<file path="config.mk">
export PLATFORM = sky130hd
export DESIGN_NAME = tint_and_alpha_over_compositor_flat
export DESIGN_NICKNAME = d
export VERILOG_FILES = /design/src/tao_pkg.sv /design/src/tao_if.sv /design/src/tint_and_alpha_over_compositor.sv /design/src/flat_wrapper.sv
export VERILOG_INCLUDE_DIRS = /design/src /design/src/src
export SDC_FILE = /design/constraint.sdc
export NUM_CORES = 2
export LEC_CHECK = 0
export ABC_AREA = 1
export BUFFER_PORTS_ARGS = -buffer_cell sky130_fd_sc_hd__buf_2
export CORE_ASPECT_RATIO = 2
export CORE_UTILIZATION = 58
export DETAILED_ROUTE_END_ITERATION = 10
export GPL_TIMING_DRIVEN = 0
export PLACE_DENSITY = 0.78
export SYNTH_ARGS = -nofsm -noshare
export SYNTH_HDL_FRONTEND = slang
export SYNTH_SLANG_ARGS = --single-unit
</file>
<file path="constraint.sdc">
create_clock -name clk -period 81.7 [get_ports clk]
set_clock_uncertainty 0.1 [all_clocks]
set_input_delay 24.51 -clock clk [delete_from_list [all_inputs] [get_ports clk]]
set_output_delay 24.51 -clock clk [all_outputs]
set_load 0.05 [all_outputs]
</file>
<file path="src/tint_and_alpha_over_compositor_assert.svh">
// ---------------------------------------------------------------------------
// Assertion macros for the tint and alpha-over compositor
// Clocked, reset-gated concurrent check helpers.
// ---------------------------------------------------------------------------
`ifndef TINT_AND_ALPHA_OVER_COMPOSITOR_ASSERT_SVH
`define TINT_AND_ALPHA_OVER_COMPOSITOR_ASSERT_SVH

// Check a property at every rising clk edge, skipped while in reset.
`define TAO_ASSERT_CLK(label, prop, msg) \
	label: assert property (@(posedge clk) disable iff (!arst_n) (prop)) else $error(msg);

// Same check, for a property that holds in the cycle after its trigger.
`define TAO_ASSERT_NEXT(label, trig, prop, msg) \
	label: assert property (@(posedge clk) disable iff (!arst_n) (trig) |=> (prop)) \
		else $error(msg);

`endif

</file>
<file path="src/tao_pkg.sv">
`timescale 1ns / 1ps
// ---------------------------------------------------------------------------
// tao_pkg
// Shared types, codes and arithmetic helpers of the compositor.
// ---------------------------------------------------------------------------
package tao_pkg;

	localparam int PIX_W  = 32;
	localparam int TINT_W = 24;
	localparam int MODE_W = 2;

	localparam logic [MODE_W-1:0] MODE_COPY      = 2'd0;
	localparam logic [MODE_W-1:0] MODE_OVER      = 2'd1;
	localparam logic [MODE_W-1:0] MODE_TINT      = 2'd2;
	localparam logic [MODE_W-1:0] MODE_TINT_OVER = 2'd3;

	localparam logic [0:0] REG_MODE = 1'b0;
	localparam logic [0:0] REG_TINT = 1'b1;

	typedef struct packed {
		logic [MODE_W-1:0] mode;
		logic [TINT_W-1:0] tint;
		logic [PIX_W-1:0]  src;
		logic [PIX_W-1:0]  dst;
	} ctx_t;

	// floor(y / 255) for y <= 65279: reciprocal estimate, then one correction
	function automatic logic [7:0] div255(input logic [15:0] y);
		logic [24:0] p;
		logic [8:0]  q0;
		logic [16:0] r;
		p  = {1'b0, y, 8'd0} + 25'(y);
		q0 = p[24:16];
		r  = 17'(y) - (17'({q0, 8'd0}) - 17'(q0));
		if (r >= 17'd255) begin
			div255 = 8'(q0 + 9'd1);
		end else begin
			div255 = q0[7:0];
		end
	endfunction

	// tint numerator; never exceeds 32640
	function automatic logic [14:0] tint_num(input logic [7:0] t, input logic [7:0] lum);
		logic [16:0] hi;
		logic [16:0] lo;
		hi = 17'(16'(8'd255 - t) * 16'(lum)) + 17'({t, 8'd0}) - 17'd32640;
		lo = 17'(16'(t) * 16'(lum));
		if (lum > 8'd128) begin
			tint_num = hi[14:0];
		end else begin
			tint_num = lo[14:0];
		end
	endfunction

endpackage

</file>
<file path="src/tao_if.sv">
`timescale 1ns / 1ps
// ---------------------------------------------------------------------------
// tao_in_if / tao_out_if
// Valid/ready channels carrying pixel items.
// ---------------------------------------------------------------------------
interface tao_in_if;
	logic        valid;
	logic        ready;
	logic [31:0] src_pixel;
	logic [31:0] dst_pixel;
	modport source (output valid, output src_pixel, output dst_pixel, input ready);
	modport sink   (input valid, input src_pixel, input dst_pixel, output ready);
endinterface

interface tao_out_if;
	logic        valid;
	logic        ready;
	logic [31:0] out_pixel;
	modport source (output valid, output out_pixel, input ready);
	modport sink   (input valid, input out_pixel, output ready);
endinterface

</file>
<file path="src/tint_and_alpha_over_compositor.sv">
`timescale 1ns / 1ps
// ---------------------------------------------------------------------------
// tint_and_alpha_over_compositor
// Ten-stage premultiplied ARGB compositor: copy, over, tint, tint+over.
// ---------------------------------------------------------------------------
// Usage:
//   in_ch carries one item per pixel: src_pixel and dst_pixel (ARGB, alpha
//   in bits 31:24). out_ch returns one out_pixel for every item, in order.
//   cfg_we/cfg_addr/cfg_wdata write mode (index 0) and tint_color (index 1);
//   write them only while the pipe is empty.
// Path: an item accepted on in_ch is registered in stages 1 to 10 and
//   leaves on out_ch from the stage 10 output register.
// Throughput: one item per clock unless stalled; the depth is set by the lum
//   division (two quotient bits per stage over four stages) and the multiply chain.
// Stall: the whole pipe holds when the output register is full and not
//   taken; in_ch.ready then drops, nothing is lost or repeated.
// Reset: all valid bits clear, mode returns to alpha over, tint to zero.
// ---------------------------------------------------------------------------
module tint_and_alpha_over_compositor
	import tao_pkg::*;
(
	input  logic              clk,
	input  logic              arst_n,
	input  logic              cfg_we,
	input  logic [0:0]        cfg_addr,
	input  logic [TINT_W-1:0] cfg_wdata,
	tao_in_if.sink            in_ch,
	tao_out_if.source         out_ch
);

	`include "tint_and_alpha_over_compositor_assert.svh"

	localparam int NS = 10;

	// configuration registers
	logic [MODE_W-1:0] mode_q;
	logic [TINT_W-1:0] tint_q;

	always_ff @(posedge clk or negedge arst_n) begin
		if (!arst_n) begin
			mode_q <= MODE_OVER;
			tint_q <= '0;
		end else if (cfg_we) begin
			case (cfg_addr)
				REG_MODE: mode_q <= cfg_wdata[MODE_W-1:0];
				REG_TINT: tint_q <= cfg_wdata;
				default:  mode_q <= mode_q;
			endcase
		end
	end

	// global advance: the pipe moves unless the output item is stuck
	logic          en;
	logic [NS:1]   v_s;
	ctx_t          ctx_s [1:NS-1];

	assign en           = !v_s[NS] || out_ch.ready;
	assign in_ch.ready  = en;
	assign out_ch.valid = v_s[NS];

	always_ff @(posedge clk or negedge arst_n) begin
		if (!arst_n) begin
			v_s <= '0;
		end else if (en) begin
			v_s <= {v_s[NS-1:1], in_ch.valid};
		end
	end

	// stage 1: N = r*255, start of long division N / a
	logic [7:0]  div_rem_s [1:5];
	logic [7:0]  div_n_s   [1:5];
	logic [7:0]  div_q_s   [1:5];
	logic        lum_sat_s [1:5];
	logic        a_zero_s  [1:5];
	logic [15:0] n_in;
	logic [7:0]  a_in;
	logic [7:0]  r_in;

	assign a_in = in_ch.src_pixel[31:24];
	assign r_in = in_ch.src_pixel[23:16];
	assign n_in = {r_in, 8'd0} - 16'(r_in);

	always_ff @(posedge clk) begin
		if (en) begin
			ctx_s[1]     <= {mode_q, tint_q, in_ch.src_pixel, in_ch.dst_pixel};
			div_rem_s[1] <= n_in[15:8];
			div_n_s[1]   <= n_in[7:0];
			div_q_s[1]   <= '0;
			lum_sat_s[1] <= (r_in >= a_in);
			a_zero_s[1]  <= (a_in == 8'd0);
		end
	end

	// stages 2..5: two restoring-division steps each
	for (genvar g = 2; g <= 5; g++) begin : g_div
		logic [7:0] rem_c;
		logic [7:0] n_c;
		logic [7:0] q_c;
		logic [8:0] t;
		logic [7:0] a;

		always_comb begin
			a     = ctx_s[g-1].src[31:24];
			rem_c = div_rem_s[g-1];
			n_c   = div_n_s[g-1];
			q_c   = div_q_s[g-1];
			for (int k = 0; k < 2; k++) begin
				t = {rem_c, n_c[7]};
				n_c = {n_c[6:0], 1'b0};
				if (t >= 9'(a)) begin
					rem_c = 8'(t - 9'(a));
					q_c   = {q_c[6:0], 1'b1};
				end else begin
					rem_c = t[7:0];
					q_c   = {q_c[6:0], 1'b0};
				end
			end
		end

		always_ff @(posedge clk) begin
			if (en) begin
				ctx_s[g]     <= ctx_s[g-1];
				div_rem_s[g] <= rem_c;
				div_n_s[g]   <= n_c;
				div_q_s[g]   <= q_c;
				lum_sat_s[g] <= lum_sat_s[g-1];
				a_zero_s[g]  <= a_zero_s[g-1];
			end
		end
	end

	// stage 6: lum and tint numerators
	logic [7:0]  lum;
	logic [14:0] num_s6 [3];

	always_comb begin
		if (a_zero_s[5]) begin
			lum = '0;
		end else if (lum_sat_s[5]) begin
			lum = 8'd255;
		end else begin
			lum = div_q_s[5];
		end
	end

	always_ff @(posedge clk) begin
		if (en) begin
			ctx_s[6] <= ctx_s[5];
			for (int c = 0; c < 3; c++) begin
				num_s6[c] <= tint_num(ctx_s[5].tint[8*c +: 8], lum);
			end
		end
	end

	// stage 7: numerator times alpha
	logic [22:0] prod_s7 [3];

	always_ff @(posedge clk) begin
		if (en) begin
			ctx_s[7] <= ctx_s[6];
			for (int c = 0; c < 3; c++) begin
				prod_s7[c] <= 23'(num_s6[c]) * 23'(ctx_s[6].src[31:24]);
			end
		end
	end

	// stage 8: /32640 = >>7 then /255; pick the pixel fed to the over stage
	// tint low byte lands on output red, high byte on output blue
	logic [7:0]  tc [3];
	logic [31:0] tinted;
	logic [31:0] base_s8;

	always_comb begin
		for (int c = 0; c < 3; c++) begin
			tc[c] = div255(prod_s7[c][22:7]);
		end
		tinted = {ctx_s[7].src[31:24], tc[0], tc[1], tc[2]};
	end

	always_ff @(posedge clk) begin
		if (en) begin
			ctx_s[8] <= ctx_s[7];
			if (ctx_s[7].mode == MODE_TINT || ctx_s[7].mode == MODE_TINT_OVER) begin
				base_s8 <= tinted;
			end else begin
				base_s8 <= ctx_s[7].src;
			end
		end
	end

	// stage 9: (255 - a) * dst per channel
	logic [7:0]  inv;
	logic [15:0] over_p_s9 [4];
	logic [31:0] base_s9;

	assign inv = 8'd255 - base_s8[31:24];

	always_ff @(posedge clk) begin
		if (en) begin
			ctx_s[9] <= ctx_s[8];
			base_s9  <= base_s8;
			for (int c = 0; c < 4; c++) begin
				over_p_s9[c] <= 16'(inv) * 16'(ctx_s[8].dst[8*c +: 8]);
			end
		end
	end

	// stage 10: output register
	logic [31:0] over_pix;
	logic [8:0]  sum;
	logic [31:0] out_s10;

	always_comb begin
		over_pix = '0;
		for (int c = 0; c < 4; c++) begin
			sum = 9'(base_s9[8*c +: 8]) + 9'(div255(over_p_s9[c]));
			over_pix[8*c +: 8] = sum[8] ? 8'd255 : sum[7:0];
		end
	end

	always_ff @(posedge clk) begin
		if (en) begin
			if (ctx_s[9].mode == MODE_OVER || ctx_s[9].mode == MODE_TINT_OVER) begin
				out_s10 <= over_pix;
			end else begin
				out_s10 <= base_s9;
			end
		end
	end

	assign out_ch.out_pixel = out_s10;

	// checks
	`TAO_ASSERT_CLK(a_stall_cause,
		!in_ch.ready |-> (v_s[NS] && !out_ch.ready),
		"stall without blocked output")
	`TAO_ASSERT_CLK(a_copy_path,
		(v_s[8] && ctx_s[8].mode == MODE_COPY) |-> (base_s8 == ctx_s[8].src),
		"copy path altered pixel")
	`TAO_ASSERT_CLK(a_tint_alpha,
		(v_s[8] && ctx_s[8].mode[1]) |-> (base_s8[31:24] == ctx_s[8].src[31:24]),
		"tint changed alpha")
	`TAO_ASSERT_NEXT(a_hold, (v_s[NS] && !out_ch.ready),
		(v_s[NS] && $stable(out_s10)), "held output item changed")

endmodule
</file>
<file path="src/flat_wrapper.sv">
// flat-port wrapper written by rule: the top's interface ports become plain ports
module tint_and_alpha_over_compositor_flat import tao_pkg::*;
  (clk, arst_n, cfg_we, cfg_addr, cfg_wdata, in_ch_valid, in_ch_src_pixel, in_ch_dst_pixel, in_ch_ready, out_ch_valid, out_ch_out_pixel, out_ch_ready);
  tao_in_if in_ch_i ();
  tao_out_if out_ch_i ();
  input  logic clk;
  input  logic arst_n;
  input  logic cfg_we;
  input  logic [0:0] cfg_addr;
  input  logic [TINT_W-1:0] cfg_wdata;
  input wire logic [$bits(in_ch_i.valid)-1:0] in_ch_valid;
  input wire logic [$bits(in_ch_i.src_pixel)-1:0] in_ch_src_pixel;
  input wire logic [$bits(in_ch_i.dst_pixel)-1:0] in_ch_dst_pixel;
  output wire logic [$bits(in_ch_i.ready)-1:0] in_ch_ready;
  output wire logic [$bits(out_ch_i.valid)-1:0] out_ch_valid;
  output wire logic [$bits(out_ch_i.out_pixel)-1:0] out_ch_out_pixel;
  input wire logic [$bits(out_ch_i.ready)-1:0] out_ch_ready;
  assign in_ch_i.valid = in_ch_valid;
  assign in_ch_i.src_pixel = in_ch_src_pixel;
  assign in_ch_i.dst_pixel = in_ch_dst_pixel;
  assign in_ch_ready = in_ch_i.ready;
  assign out_ch_valid = out_ch_i.valid;
  assign out_ch_out_pixel = out_ch_i.out_pixel;
  assign out_ch_i.ready = out_ch_ready;
  tint_and_alpha_over_compositor u_core (.clk(clk), .arst_n(arst_n), .cfg_we(cfg_we), .cfg_addr(cfg_addr), .cfg_wdata(cfg_wdata), .in_ch(in_ch_i), .out_ch(out_ch_i));
endmodule
</file>
==> results.toml <==
[critical_path]
cpMostUsedCell = "buf_16"
required_ns = 57.09
start_kind = "input pin"
path_buf_inv = 7
critPathKind = "in2out"
cp_max_fo = 72
critPathMaxStageDelay_ns = 0.49
cp-end-kind = "output port"
cp_slowest_cell = "clkbuf_4"
cp_cell_sequence = "buf_2 -> inv_1 -> nand2_1 -> clkbuf_4 -> buf_16 -> buf_16 -> buf_16 -> buf_2"
crit_family = "buffers and inverters"
cp.arrival_ns = 26.70

[die]
num_rows = 190
dieHeight_um = 521
core_sq_um = 134000
design.die.area_sq_um = 136000
chipWidth_um = 262
start_util = 0.584
pin_count = 128

[clocking]
cts_resized = 0
cts.hold.buffers_added = 0
tritoncts = "yes"
cts-root-buf = "clkbuf_16"
clock-sinks = 983
htree_levels = 3
path_clk_slew_ns = 0.06
numCtsBuffers = 90
cts.path.max_buffers = 3
clk_latency_ns = 0.75
cts_setup_buffers = 0

[cells_and_area]
fin_util = 0.632
postLayoutCellArea_sq_um = 84600
final_nets = 10047
diodes = 0
fillers = 10829
drive_gt1_frac = 0.0528
area_growth_pct = 8.19

[yosys]
synth-simple-area-share = 0.151
synth_cells = 8260
netlist.top_cell.by_area = "edfxtp_1"
synthXorXnorAreaFrac = 0.0339
synth_nets = 9813
synth_area_per_cell_sq_um = 9.47
yosysMostFrequentCell = "nand2_1"
synth_area_leaders = "edfxtp_1 36%, fa_1 16%, ha_1 13%, nand2_1 8.2%, inv_1 7.6%"
synth_top_area_frac = 0.364
synthAdderAreaFrac = 0.293
synth-async-reset-ratio = 0.0366
yosysWarningCount = 0
synth_common_cells = "1716 x nand2_1, 1590 x inv_1, 947 x edfxtp_1, 842 x ha_1, 737 x nor2_1"
yosysSeqAreaShare = 0.375
synth-edff-count = 947
ys_types = 63
synth_ff_type = "edfxtp_1"
synth_top_family_by_area = "adder cells"
synth_seq_cells = 983
synth_compound_area_frac = 0.0562
synth.area.mux_share = 0.00317
netlist_area_sq_um = 78200

[drt]
dr.pass1.iters = 7
drt_wl_total_mm = 199
num_vias = 56990
drt_iter0_drc = 3003
routed_via_density = 5.54
routedWlPerCell_um = 19.3
antenna_left = 0
drc_errors = 0

[grt]
grt_pass1_wl_mm = 310
grt_usage = 0.299
grt_antenna_before_repair = 1
grt_max_degree = 77
grt_pass1_vias = 60534
grt.overflow.total = 0

[timing]
finalSetupViolCount = 0
worst_pin_slew_ns = 1.29
fin_setup_tns_ns = 0
hold_ws_ns = 0.287
rsz0062_at_grt = "no"
max_freq_mhz = 19.5
finalMaxSlewViolations = 0
period_minus_slack_ns = 51.31
timing_hold_violations_final = 0
fin_crit_sh = 0.628
max-slew-margin-rel = 0.131

[place]
port_buffers = 127
place.detailed.hpwl_mm = 162
gp_congestion = 1.00
place_area_sq_um = 81400

[status]
status = "completed"

[hold_path]
hp-class = "reg2reg"

[flow_run]
maxCapViolCount = 0
## worst register-to-register path, stage by stage, from the launching register on
cell      delay [ns]
edfxtp_1        0.39
inv_2           0.16
o21ai_1         0.47
inv_1           0.20
clkbuf_1        0.68
buf_1           0.91
nand2_1         0.19
fa_1            0.59
inv_1           0.08
fa_1            0.53
inv_1           0.05
fa_1            0.53
inv_1           0.05
fa_1            0.47
ha_1            0.37
nand2_1         0.09
inv_1           0.04
a21oi_1         0.23
xor2_1          0.09
o21ai_0         0.85
## registers in the layout, indices dropped and copies added, names as in the netlist
| register | cells |
|---|---|
| u_core.tint_q | 24 |
| u_core.mode_q | 2 |
| u_core.out_ch.out_pixel | 32 |
| u_core.div_q_s | 20 |
| u_core.div_rem_s | 32 |
| u_core.num_s6 | 45 |
| u_core.prod_s7 | 48 |
| u_core.a_zero_s | 5 |
| u_core.base_s8 | 31 |
| u_core.lum_sat_s | 5 |
| u_core.ctx_s | 618 |
| u_core.base_s9 | 31 |
| u_core.div_n_s | 16 |
| u_core.over_p_s9 | 64 |
| u_core.v_s | 10 |
## cell type report
type,count,area [sq um],share of cell area
flip-flops and latches,983,29300,0.347
inverters,1613,6060,0.0716
well taps,1728,2160,0.0256
clock inverters,63,823,0.00973
plain buffers,194,845,0.00998
repair buffers,142,1040,0.0123
multi-input cells,5470,42000,0.496
clock buffers,103,2370,0.0281
## cells by family (layout without fill, tap and decap cells)
| group | Yosys count | count (layout) |
|---|---|---|
| AND/OR/NAND/NOR | 2897 | 2897 |
| buffers and inverters | 1807 | 2115 |
| flip-flops | 983 | 983 |
| XOR/XNOR | 302 | 302 |
| AO/OA/AOI/OAI | 790 | 790 |
| multiplexers | 22 | 22 |
| adder cells (fa/ha/maj) | 1459 | 1459 |
## metrics by stage
stage / instances / setup WS (ns)
2_1_floorplan: 8260 / 6.45
5_1_grt: 10296 / 30.27
3_3_place_gp: 10115 / -5.58
4_1_cts: 10296 / 30.42
3_5_place_dp: 10130 / 30.41
6_report: 10296 / 30.39
## cell usage in the layout, fill, tap and decap left out, types with 9 or more instances in the layout
cell type / netlist / final
a21o_1: 41 / 41
a21oi_1: 375 / 375
a31oi_1: 16 / 16
buf_1: 17 / 17
buf_16: 0 / 14
buf_2: 11 / 138
bufinv_16: 0 / 11
clkbuf_1: 124 / 132
clkbuf_16: 0 / 93
clkbuf_2: 31 / 31
clkinv_1: 6 / 13
clkinv_2: 0 / 14
dfrtp_1: 35 / 35
edfxtp_1: 947 / 947
fa_1: 617 / 617
ha_1: 842 / 842
inv_1: 1590 / 1590
inv_2: 16 / 16
mux2_2: 22 / 22
nand2_1: 1716 / 1716
nand2_2: 16 / 16
nand3_1: 212 / 212
nand3b_1: 35 / 35
nand4_1: 64 / 64
nor2_1: 737 / 737
nor3_1: 56 / 56
nor4_1: 15 / 15
o211ai_1: 9 / 9
o21a_1: 14 / 14
o21ai_0: 189 / 189
o21ai_1: 53 / 53
o21ai_2: 9 / 9
o21bai_1: 21 / 21
o22ai_1: 15 / 15
xnor2_1: 155 / 155
xor2_1: 146 / 146
## worst paths after layout
check,from,slack [ns],end,cells after the start
setup / recovery,out_ch_ready,30.39,in_ch_ready,8
hold / removal,u_core.ctx_s[0][209],0.29,u_core.ctx_s[0][299],0
setup reg to reg,u_core.a_zero_s[0][5],74.29,u_core.num_s6[0][10],19
hold reg to reg,u_core.ctx_s[0][209],0.29,u_core.ctx_s[0][299],0
max in group asynchronous,arst_n,57.18,u_core.tint_q[23],1
min in group asynchronous,arst_n,23.77,u_core.tint_q[0],1
## metal layers
metal / vias to the layer above / GRT usage / routed length, um / share of wire
li1: 26876 / - / - / -
met3: 948 / 0.0378 / 7720 / 0.039
met4: 0 / 0.287 / 22400 / 0.11
met1: 27321 / 0.257 / 60600 / 0.30
met5: - / 0 / 0 / 0
met2: 1845 / 0.572 / 108000 / 0.54
Power is not shown: default switching activity piles up to over one toggle a cycle in this logic, so the estimate is an artifact.
